`src/rtl/ctcg_pkg.sv`:
```
package ctcg_pkg;

    localparam int MAX_CLASSES = 8192;
    localparam int MAX_RANKS   = 5;
    localparam int MAX_STEPS   = 1024;
    localparam int SCORE_BITS  = 16;

    localparam int WIDE_RANKS  = 5;
    localparam int WIDE_K      = (WIDE_RANKS > MAX_RANKS) ? MAX_RANKS : WIDE_RANKS;

    localparam int CLASS_W = 13;
    localparam int COL_W   = $clog2(MAX_CLASSES + 1);
    localparam int STEP_W  = 10;
    localparam int RANK_W  = 3;

    localparam logic [CLASS_W-1:0]    BLANK_CLASS = '0;
    localparam logic [SCORE_BITS-1:0] SCORE_MIN   = {1'b1, {(SCORE_BITS-1){1'b0}}};
    localparam logic [COL_W-1:0]      COL_LIMIT   = COL_W'(MAX_CLASSES);
    localparam logic [STEP_W-1:0]     STEP_LAST   = STEP_W'(MAX_STEPS - 1);

    // Configuration register indexes
    localparam int CFG_IDX_W = 1;
    localparam logic [CFG_IDX_W-1:0] CFG_FIVE_BEST = 1'd0;
    localparam logic [CFG_IDX_W-1:0] CFG_COLLAPSE  = 1'd1;

    typedef struct packed {
        logic [CLASS_W-1:0]    idx;
        logic [SCORE_BITS-1:0] score;
    } cand_t;

    typedef cand_t [MAX_RANKS-1:0] cand_list_t;
    typedef logic  [MAX_RANKS-1:0] rank_mask_t;

    // One staged input request
    typedef struct packed {
        logic [SCORE_BITS-1:0] score;
        logic                  row_end;
        logic                  seq_end;
    } item_t;

endpackage

```
`src/rtl/ctcg_if.sv`:
```
interface ctcg_in_if;
    import ctcg_pkg::*;
    logic                  valid;
    logic                  ready;
    logic [SCORE_BITS-1:0] class_score;
    logic                  row_end;
    logic                  sequence_end;

    modport source (output valid, class_score, row_end, sequence_end, input ready);
    modport sink   (input valid, class_score, row_end, sequence_end, output ready);
endinterface

interface ctcg_out_if;
    import ctcg_pkg::*;
    logic                  valid;
    logic                  ready;
    logic [RANK_W-1:0]     rank;
    logic [CLASS_W-1:0]    class_index;
    logic [SCORE_BITS-1:0] best_score;
    logic [STEP_W-1:0]     time_step;
    logic                  last_of_run;

    modport source (output valid, rank, class_index, best_score, time_step, last_of_run,
                    input ready);
    modport sink   (input valid, rank, class_index, best_score, time_step, last_of_run,
                    output ready);
endinterface

```
`src/rtl/ctcg_topk.sv`:
```
module ctcg_topk
    import ctcg_pkg::*;
(
    input  logic                  clk,
    input  logic                  rst_n,
    input  logic                  upd,
    input  logic [SCORE_BITS-1:0] score,
    input  logic                  row_end,
    output cand_list_t            list_ins
);

    cand_list_t        list_reg;
    cand_list_t        list_next;
    logic [COL_W-1:0]  col_reg;
    logic [COL_W-1:0]  col_next;
    rank_mask_t        ins;
    logic              take;

    assign take = (col_reg < COL_LIMIT);

    // Insert point: first slot that is unfilled or beaten strictly
    always_comb
    begin
        for (int k = 0; k < MAX_RANKS; k++)
        begin
            if (COL_W'(k) < col_reg)
                ins[k] = ($signed(score) > $signed(list_reg[k].score));
            else
                ins[k] = 1'b1;
        end
    end

    // Shift the tail down by one behind the insert point
    always_comb
    begin
        for (int k = 0; k < MAX_RANKS; k++)
        begin
            if (!take || !ins[k])
                list_ins[k] = list_reg[k];
            else if (k == 0)
                list_ins[k] = '{idx: col_reg[CLASS_W-1:0], score: score};
            else if (!ins[k-1])
                list_ins[k] = '{idx: col_reg[CLASS_W-1:0], score: score};
            else
                list_ins[k] = list_reg[k-1];
        end
    end

    always_comb
    begin
        list_next = list_reg;
        col_next  = col_reg;
        if (upd)
        begin
            if (row_end)
            begin
                for (int k = 0; k < MAX_RANKS; k++)
                    list_next[k] = '{idx: BLANK_CLASS, score: SCORE_MIN};
                col_next = '0;
            end
            else
            begin
                list_next = list_ins;
                if (take)
                    col_next = col_reg + COL_W'(1);
            end
        end
    end

    always_ff @(posedge clk or negedge rst_n)
    begin
        if (!rst_n)
        begin
            for (int k = 0; k < MAX_RANKS; k++)
                list_reg[k] <= '{idx: BLANK_CLASS, score: SCORE_MIN};
            col_reg <= '0;
        end
        else
        begin
            list_reg <= list_next;
            col_reg  <= col_next;
        end
    end

endmodule

```
`src/rtl/ctcg_emit.sv`:
```
module ctcg_emit
    import ctcg_pkg::*;
(
    input  logic                clk,
    input  logic                rst_n,
    input  logic                load,
    input  cand_list_t          load_list,
    input  rank_mask_t          load_mask,
    input  logic [STEP_W-1:0]   load_step,
    output logic                can_load,
    ctcg_out_if.source          results
);

    cand_list_t         list_reg;
    rank_mask_t         mask_reg;
    rank_mask_t         mask_next;
    logic [STEP_W-1:0]  step_reg;
    rank_mask_t         sel;
    rank_mask_t         rest;

    // Lowest pending rank goes out first
    assign sel      = mask_reg & (~mask_reg + rank_mask_t'(1));
    assign rest     = (results.valid && results.ready) ? (mask_reg & ~sel) : mask_reg;
    assign can_load = (rest == '0);

    always_comb
    begin
        results.rank        = '0;
        results.class_index = list_reg[0].idx;
        results.best_score  = list_reg[0].score;
        for (int k = 0; k < MAX_RANKS; k++)
        begin
            if (sel[k])
            begin
                results.rank        = RANK_W'(k);
                results.class_index = list_reg[k].idx;
                results.best_score  = list_reg[k].score;
            end
        end
    end

    assign results.valid       = (mask_reg != '0);
    assign results.time_step   = step_reg;
    assign results.last_of_run = ((mask_reg & ~sel) == '0);

    assign mask_next = load ? load_mask : rest;

    always_ff @(posedge clk or negedge rst_n)
    begin
        if (!rst_n)
            mask_reg <= '0;
        else
            mask_reg <= mask_next;
    end

    // Payload of the run being drained
    always_ff @(posedge clk)
    begin
        if (load)
        begin
            list_reg <= load_list;
            step_reg <= load_step;
        end
    end

endmodule

```
`src/rtl/topk_ctc_greedy_decoder.sv`:
```
// Streaming top-K CTC greedy decoder. Class scores (signed Q8.8) arrive one
// request per cycle, class 0 first, row_end on the last class of a time step
// and sequence_end with it on the last step of a sequence. Each request is
// taken into an input register and folded into a sorted list of the five best classes by
// parallel compare-and-shift logic, so one score is accepted every cycle. At a row end the
// nonblank ranks (rank 0 alone without five_best_mode; no repeats of the previous row
// under collapse_repeats) go to a buffer sending one result per cycle while results.ready
// is high, best rank first, last_of_run on the final one of the step. Input stalls only
// when a row end reaches the buffer while the previous row still has results to send, so
// rows of at least as many classes as pending results stream at full rate. The user must
// write five_best_mode and collapse_repeats only while the block is idle; it is not enforced.
module topk_ctc_greedy_decoder
    import ctcg_pkg::*;
(
    input  logic                 clk,
    input  logic                 rst_n,
    input  logic                 cfg_we,
    input  logic [CFG_IDX_W-1:0] cfg_index,
    input  logic                 cfg_wdata,
    ctcg_in_if.sink              scores,
    ctcg_out_if.source           results
);

    logic               five_best_reg;
    logic               collapse_reg;
    logic               stg_valid_reg;
    item_t              stg_reg;
    logic               advance;
    logic               can_load;
    logic               load;
    cand_list_t         list_ins;
    cand_list_t         prev_reg;
    cand_list_t         prev_next;
    logic               have_prev_reg;
    logic               have_prev_next;
    logic [STEP_W-1:0]  step_reg;
    logic [STEP_W-1:0]  step_next;
    rank_mask_t         emit_mask;

    // Configuration registers
    always_ff @(posedge clk or negedge rst_n)
    begin
        if (!rst_n)
        begin
            five_best_reg <= 1'b0;
            collapse_reg  <= 1'b1;
        end
        else if (cfg_we)
        begin
            case (cfg_index)
                CFG_FIVE_BEST: five_best_reg <= cfg_wdata;
                CFG_COLLAPSE:  collapse_reg  <= cfg_wdata;
                default:       ;
            endcase
        end
    end

    // Input register
    assign advance      = stg_valid_reg && (!stg_reg.row_end || can_load);
    assign scores.ready = !stg_valid_reg || advance;
    assign load         = advance && stg_reg.row_end;

    always_ff @(posedge clk or negedge rst_n)
    begin
        if (!rst_n)
            stg_valid_reg <= 1'b0;
        else if (scores.ready)
            stg_valid_reg <= scores.valid;
    end

    always_ff @(posedge clk)
    begin
        if (scores.valid && scores.ready)
            stg_reg <= '{score: scores.class_score, row_end: scores.row_end,
                         seq_end: scores.sequence_end};
    end

    ctcg_topk u_topk (
        .clk      (clk),
        .rst_n    (rst_n),
        .upd      (advance),
        .score    (stg_reg.score),
        .row_end  (stg_reg.row_end),
        .list_ins (list_ins)
    );

    // Ranks to report for the finished row
    always_comb
    begin
        for (int k = 0; k < MAX_RANKS; k++)
        begin
            emit_mask[k] = ((k == 0) || (five_best_reg && (k < WIDE_K)))
                        && (list_ins[k].idx != BLANK_CLASS)
                        && !(collapse_reg && have_prev_reg
                             && (prev_reg[k].idx == list_ins[k].idx));
        end
    end

    // Previous row and step count
    always_comb
    begin
        prev_next      = prev_reg;
        have_prev_next = have_prev_reg;
        step_next      = step_reg;
        if (load)
        begin
            if (stg_reg.seq_end)
            begin
                for (int k = 0; k < MAX_RANKS; k++)
                    prev_next[k] = '{idx: BLANK_CLASS, score: SCORE_MIN};
                have_prev_next = 1'b0;
                step_next      = '0;
            end
            else
            begin
                prev_next      = list_ins;
                have_prev_next = 1'b1;
                step_next      = (step_reg == STEP_LAST) ? '0 : step_reg + STEP_W'(1);
            end
        end
    end

    always_ff @(posedge clk or negedge rst_n)
    begin
        if (!rst_n)
        begin
            for (int k = 0; k < MAX_RANKS; k++)
                prev_reg[k] <= '{idx: BLANK_CLASS, score: SCORE_MIN};
            have_prev_reg <= 1'b0;
            step_reg      <= '0;
        end
        else
        begin
            prev_reg      <= prev_next;
            have_prev_reg <= have_prev_next;
            step_reg      <= step_next;
        end
    end

    ctcg_emit u_emit (
        .clk       (clk),
        .rst_n     (rst_n),
        .load      (load),
        .load_list (list_ins),
        .load_mask (emit_mask),
        .load_step (step_reg),
        .can_load  (can_load),
        .results   (results)
    );

    // A blank class is never reported
    a_no_blank: assert property (@(posedge clk) disable iff (!rst_n)
        results.valid |-> (results.class_index != BLANK_CLASS))
        else $error("blank class reported");

    // More results of the same step follow a non-final one
    a_run_continues: assert property (@(posedge clk) disable iff (!rst_n)
        (results.valid && !results.last_of_run) |=> results.valid)
        else $error("run ended without last_of_run");

    // Ranks within a step rise
    a_rank_order: assert property (@(posedge clk) disable iff (!rst_n)
        (results.valid && results.ready && !results.last_of_run)
        |=> (results.rank > $past(results.rank)))
        else $error("rank order broken");

    // Buffer empties after the last result unless a new row loads
    a_run_done: assert property (@(posedge clk) disable iff (!rst_n)
        (results.valid && results.ready && results.last_of_run && !load)
        |=> !results.valid)
        else $error("result after last_of_run");

endmodule
```
`src/flat_wrapper.sv`:
```
// flat-port wrapper written by rule: the top's interface ports become plain ports
module topk_ctc_greedy_decoder_flat import ctcg_pkg::*;
  (clk, rst_n, cfg_we, cfg_index, cfg_wdata, scores_valid, scores_class_score, scores_row_end, scores_sequence_end, scores_ready, results_valid, results_rank, results_class_index, results_best_score, results_time_step, results_last_of_run, results_ready);
  ctcg_in_if scores_i ();
  ctcg_out_if results_i ();
  input  logic clk;
  input  logic rst_n;
  input  logic cfg_we;
  input  logic [CFG_IDX_W-1:0] cfg_index;
  input  logic cfg_wdata;
  input wire logic [$bits(scores_i.valid)-1:0] scores_valid;
  input wire logic [$bits(scores_i.class_score)-1:0] scores_class_score;
  input wire logic [$bits(scores_i.row_end)-1:0] scores_row_end;
  input wire logic [$bits(scores_i.sequence_end)-1:0] scores_sequence_end;
  output wire logic [$bits(scores_i.ready)-1:0] scores_ready;
  output wire logic [$bits(results_i.valid)-1:0] results_valid;
  output wire logic [$bits(results_i.rank)-1:0] results_rank;
  output wire logic [$bits(results_i.class_index)-1:0] results_class_index;
  output wire logic [$bits(results_i.best_score)-1:0] results_best_score;
  output wire logic [$bits(results_i.time_step)-1:0] results_time_step;
  output wire logic [$bits(results_i.last_of_run)-1:0] results_last_of_run;
  input wire logic [$bits(results_i.ready)-1:0] results_ready;
  assign scores_i.valid = scores_valid;
  assign scores_i.class_score = scores_class_score;
  assign scores_i.row_end = scores_row_end;
  assign scores_i.sequence_end = scores_sequence_end;
  assign scores_ready = scores_i.ready;
  assign results_valid = results_i.valid;
  assign results_rank = results_i.rank;
  assign results_class_index = results_i.class_index;
  assign results_best_score = results_i.best_score;
  assign results_time_step = results_i.time_step;
  assign results_last_of_run = results_i.last_of_run;
  assign results_i.ready = results_ready;
  topk_ctc_greedy_decoder u_core (.clk(clk), .rst_n(rst_n), .cfg_we(cfg_we), .cfg_index(cfg_index), .cfg_wdata(cfg_wdata), .scores(scores_i), .results(results_i));
endmodule
```
`config.mk`:
```
export PLATFORM = sky130hd
export DESIGN_NAME = topk_ctc_greedy_decoder_flat
export DESIGN_NICKNAME = d
export VERILOG_FILES = /design/src/rtl/ctcg_pkg.sv /design/src/rtl/ctcg_if.sv /design/src/rtl/ctcg_topk.sv /design/src/rtl/ctcg_emit.sv /design/src/rtl/topk_ctc_greedy_decoder.sv /design/src/flat_wrapper.sv
export SDC_FILE = /design/constraint.sdc
export NUM_CORES = 1
export LEC_CHECK = 0
export BUFFER_PORTS_ARGS = -buffer_cell sky130_fd_sc_hd__buf_4
export CAP_MARGIN = 15
export CELL_PAD_IN_SITES_DETAIL_PLACEMENT = 0
export CELL_PAD_IN_SITES_GLOBAL_PLACEMENT = 1
export CORE_MARGIN = 5
export CORE_UTILIZATION = 43
export CTS_CLUSTER_DIAMETER = 60
export DETAILED_ROUTE_END_ITERATION = 8
export HOLD_SLACK_MARGIN = 0.15
export MAX_ROUTING_LAYER = met4
export PLACE_DENSITY_LB_ADDON = 0.1
export SYNTH_ARGS = -nofsm -noshare
export SYNTH_HDL_FRONTEND = slang
export SYNTH_SLANG_ARGS = --single-unit
```
`constraint.sdc`:
```
create_clock -name clk -period 17.55 [get_ports clk]
set_clock_uncertainty 0.15 [all_clocks]
set_input_delay 3.51 -clock clk [delete_from_list [all_inputs] [get_ports clk]]
set_output_delay 3.51 -clock clk [all_outputs]
set_load 0.01 [all_outputs]
```
==> impl_results.md, run 1 <==
- Commonest cells in the netlist: nand2_1 (332), o21ai_0 (275), dfrtp_1 (237)
- Synth warn: 0
- Vias in the first global route: 16400
- Period utilisation layout: 0.471
- Count of input and output buffers: 69
- Status: finished clean
- Worst-path clk slew: 0.06 ns
- Total number of vias: 16800
- Layout cells sized above 1: 0.104
- Max Cap Viol: 0
- CP Data Required Time: 13.89 ns
- Worst-margin pin slew: 1.10 ns
- Synthesized instance count: 2191
- Setup bufs post-CTS: 0
- Worst hold slack: 0.348 ns
- Die height: 236 um
- I/O pins: 70
- Power Total: 4.75 mW
- Total CTS buffers: 50
- # H-tree levels: 2
- RSZ-0062 raised after global routing: no
- Setup TNS: 0 ns
- Hold bufs inserted after CTS: 0
- FMAX: 121 MHz
- Final core occ: 0.493
- Top cells by area, synth: dfrtp_1 (27%), edfxtp_1 (24%), o21ai_0 (6.3%)
- WP data arrival: 4.60 ns
- # clock sinks: 416
- Initial drt markers: 1508
- Power Dens Cells: 192 nW/um2
- Die Wd: 236 um
- Sequential element share of the synthesized area: 0.515
- Post-synth top area cell: dfrtp_1
- Final hold viol count: 0
- Global-route wire length before repair: 102 mm
- Largest net degree at the start of global routing: 167
- Clock Tree Buf Depth: 3
- Yosys cell types: 72
- GRT Total Usage: 0.240
- WL/cell: 22.6 um
- Fillers: 4742
- GRT overflow: 0
- Worst min path class: reg -> reg
- Crit. End Element: primary output
- Finished Layout Cells: 2935
- Yosys top cell area share: 0.271
- Crit-path max FO: 5
- Vias/cell: 5.72
- Core area: 50300 um2
- Die area: 55600 um2
- Placed Cells: 2842
- Syn Std Cell Area: 21900 um2
- Top_reg_cell synth: dfrtp_1
- Syn Nets: 2299
- Slew HR: 0.268
- Max VDD drop: 0.0792 mV
- Initial antenna violation count: 1
- Worst slack at placement: 9.30 ns
- Placed Area: 23200 um2
- Final setup violation count: 0
- TritonCTS clock tree: yes
- Post-route cell area: 24800 um2
- Post-Route WL: 66.3 mm
- RD Place Congestion: 0.900
- Post-synth EDFFs: 173
- Final HPWL from detailed placement: 44.6 mm
- Post-CTS Resized: 0
- Detailed Routing Iterations Pass 1: 5
- Starting Density: 0.436
- Crit path time final: 8.26 ns
- Fin worst setup slack: 9.29 ns
- R2R setup slack: 12.42 ns
- CTS root buf: clkbuf_16
- Synthesized area per cell: 10.0 um2
- Synthesis-to-finish area growth: 13.0%
- Setup CP Type: in -> out
- Fraction of registers with async set/reset: 0.584
- Worst Setup Start Kind: primary input
- Core Rows: 82
- Worst-Skew Late Latency: 0.60 ns
- Pleak: 10.8 nW
- Antenna-violating nets left: 0
- Most frequent cell after synthesis: nand2_1
- Slew Viols, Final: 0
- Number of synthesized register bits: 416
- DRC violations left: 0
- Fin nets: 2330
logic make-up (layout without fill, tap and decap cells):
family / count (synthesis) / count (layout) / share of synthesized area
AOI/OAI and AO/OA: 609 / 609 / 0.171
and+or+nand+nor: 561 / 561 / 0.113
DFF: 416 / 416 / 0.515
buffers and inverters: 287 / 358 / 0.0499
muxes: 136 / 136 / 0.0638
xor gates and xnor gates: 98 / 98 / 0.0392
adders and majority gates: 84 / 84 / 0.0478
other: 0 / 1 / 0
worst max-delay path, stage by stage:
cell     delay [ns]
buf_4          0.12
nand2_1        0.14
nor3_1         0.18
nor2_1         0.05
o21ai_1        0.25
inv_1          0.08
nand2_1        0.12
buf_4          0.14
per-layer routing:
layer	GRT usage	share of wire	up-vias	routed length, um
met5	-	0	-	0
met4	0.0586	0.022	0	1470
met3	0.0430	0.065	105	4310
met2	0.335	0.42	477	27700
met1	0.365	0.50	8310	32900
li1	-	-	7899	-
final timing paths:
path                                        startpoint  cells after the start                          end
max                                      results_ready                      8                 scores_ready
min                        u_core.u_topk.list_reg[131]                      2  u_core.u_topk.list_reg[131]
max reg2reg                  u_core.u_emit.mask_reg[4]                     13           u_core.step_reg[2]
min reg2reg                u_core.u_topk.list_reg[131]                      2  u_core.u_topk.list_reg[131]
max in group asynchronous                        rst_n                      2   u_core.u_topk.list_reg[59]
min in group asynchronous                        rst_n                      1  u_core.u_topk.list_reg[124]
power by group:
part | switching, mW | leakage, nW | internal, mW
logic | 1.40 | 5.06 | 0.761
registers | 0.199 | 4.94 | 1.36
clock network | 0.419 | 0.789 | 0.607
total | 2.01 | 10.8 | 2.73
cells in the final DEF, fill, tap and decap left out, types with 9 or more instances in the layout:
cell / Yosys / routed
clkinv_2: 0 / 9
clkbuf_1: 112 / 16
o22ai_1: 18 / 18
a21oi_1: 99 / 97
ha_1: 83 / 83
buf_4: 0 / 109
mux2_2: 20 / 20
nand2b_1: 10 / 9
a211oi_1: 32 / 32
a21o_1: 12 / 12
nand2_1: 332 / 329
a31oi_1: 22 / 22
xnor2_1: 58 / 58
nor2_1: 92 / 90
edfxtp_1: 173 / 173
a22oi_1: 15 / 15
inv_1: 154 / 153
nor4_1: 13 / 13
and3_1: 14 / 13
mux2i_1: 113 / 113
nand3_1: 15 / 15
dfrtp_1: 237 / 237
nor2b_1: 11 / 11
nor3_1: 13 / 13
xor2_1: 40 / 40
clkbuf_16: 0 / 51
o21ai_0: 275 / 275
nand4_1: 27 / 27
a22o_1: 69 / 69
area by class of cell:
type	count	area [um2]	area share
Clock buffer	74	1430	0.0578
Multi-Input combinational cell	1488	9610	0.388
Inverter	155	587	0.0237
Antenna cell	1	2.50	0.000101
Timing Repair Buffer	111	853	0.0344
Sequential cell	416	11300	0.455
Tap cell	672	841	0.0339
Clock inverter	18	171	0.00692
Power figures use the tool's default switching activity.
==> run 2: changes to the inputs <==
- clock period: 17.55 -> 8.2 ns (I/O delays scaled with it)
==> impl_results.md, run 2 (synthesis gave the netlist of run 1 again) <==
- Final setup violation count: 0
- Hold bufs inserted after CTS: 0
- Max Cap Viol: 0
- Die area: 55600 um2
- Vias/cell: 5.78
- Period utilisation layout: 0.665
- Post-Route WL: 71.6 mm
- Commonest cells after routing, fill and taps aside: nand2_1 (329), o21ai_0 (275), dfrtp_1 (237)
- Final HPWL from detailed placement: 48.3 mm
- Vias in the first global route: 16800
- Global-route wire length before repair: 108 mm
- Worst slack at placement: 2.92 ns
- Fillers: 4689
- RD Place Congestion: 0.903
- TritonCTS clock tree: yes
- CP dominant cell by count: buf_4
- Core Rows: 82
- Power Total: 10.4 mW
- Pleak: 10.7 nW
- Worst path max stage delay: 0.60 ns
- Layout cells sized above 1: 0.101
- Initial drt markers: 1582
- Crit path time final: 5.45 ns
- I/O pins: 70
- Crit-path max FO: 20
- # H-tree levels: 2
- Setup TNS: 0 ns
- GRT Total Usage: 0.261
- GRT overflow: 0
- Worst-margin pin slew: 1.19 ns
- Largest net degree at the start of global routing: 88
- Status: finished clean
- Critical-path cell list: nand2b_2 > buf_4 > mux2i_1 > a211oi_1 > a21oi_1 > o21ai_0 > buf_4
- Starting Density: 0.436
- Clock Tree Buf Depth: 3
- Core area: 50300 um2
- Worst-Skew Late Latency: 0.60 ns
- Setup CP Type: reg -> out
- RSZ-0062 raised after global routing: no
- Worst Setup Start Kind: register
- Post-CTS Resized: 0
- Total CTS buffers: 50
- Synthesis-to-finish area growth: 12.6%
- Placed Area: 23100 um2
- DRC violations left: 0
- Fin nets: 2317
- CP Data Required Time: 6.41 ns
- Worst hold slack: 0.351 ns
- FMAX: 183 MHz
- WL/cell: 24.5 um
- Die Wd: 236 um
- CTS root buf: clkbuf_16
- Slew Viols, Final: 0
- Setup bufs post-CTS: 0
- Most common cell after layout, fill and taps aside: nand2_1
- Slowest cell on crit path: o21ai_0
- Worst-path clk slew: 0.06 ns
- Die height: 236 um
- Fin worst setup slack: 2.75 ns
- Power Dens Cells: 422 nW/um2
- # clock sinks: 416
- Initial antenna violation count: 2
- Total number of vias: 16900
- Count of input and output buffers: 69
- Detailed Routing Iterations Pass 1: 6
- Antenna-violating nets left: 0
- Post-route cell area: 24700 um2
- Slew HR: 0.203
- Worst min path class: reg -> reg
- WP data arrival: 3.66 ns
- Max VDD drop: 0.275 mV
- Crit. End Element: primary output
- Final hold viol count: 0
run 2: routing by layer:
layer | track usage | share of wire
met5 | - | 0
met4 | 0.0674 | 0.026
met1 | 0.381 | 0.48
met3 | 0.0574 | 0.067
met2 | 0.371 | 0.43
run 2: cell type report:
type                            instances  area (um2)  area share
Antenna cell                            2        5.00    0.000203
Clock buffer                           69        1400      0.0569
Clock inverter                         24         214     0.00867
Inverter                              155         587      0.0238
Multi-Input combinational cell       1488        9610       0.389
Sequential cell                       416       11300       0.457
Tap cell                              672         841      0.0341
Timing Repair Buffer                   98         743      0.0301
run 2: worst paths after layout:
kind	from	endpoint	slack [ns]	depth (start not counted)
worst min register to register	u_core.prev_reg[26]	u_core.prev_reg[26]	0.35	2
worst max-delay path	u_core.u_emit.mask_reg[0]	results_best_score[14]	2.75	7
worst min-delay path	u_core.prev_reg[26]	u_core.prev_reg[26]	0.35	2
min in group asynchronous	rst_n	u_core.u_topk.list_reg[126]	0.88	1
worst max register to register	u_core.stg_reg[8]	u_core.u_emit.mask_reg[3]	2.80	12
max in group asynchronous	rst_n	u_core.prev_reg[20]	5.59	2
run 2: where the power goes:
part           leakage [nW]  total [mW]  internal (mW)  switching, mW
clock                 0.787        2.20           1.29          0.910
sequential             4.94        3.36           2.92          0.440
combinational          4.99        4.87           1.63           3.24
run 2: through the flow:
step	util	instances
final	0.491	2924
after detailed placement	0.459	2829
after floorplan	-	2191
after global placement	0.459	2829
after global routing	0.491	2924
after CTS	0.491	2922
run 2: worst max-delay path, delay by kind of cell (launching register included):
family	cells	cell delay [ns]
simple gates	1	0.44
flops	1	0.51
mux	1	0.18
buf+inv	2	0.82
compound gates	3	1.10
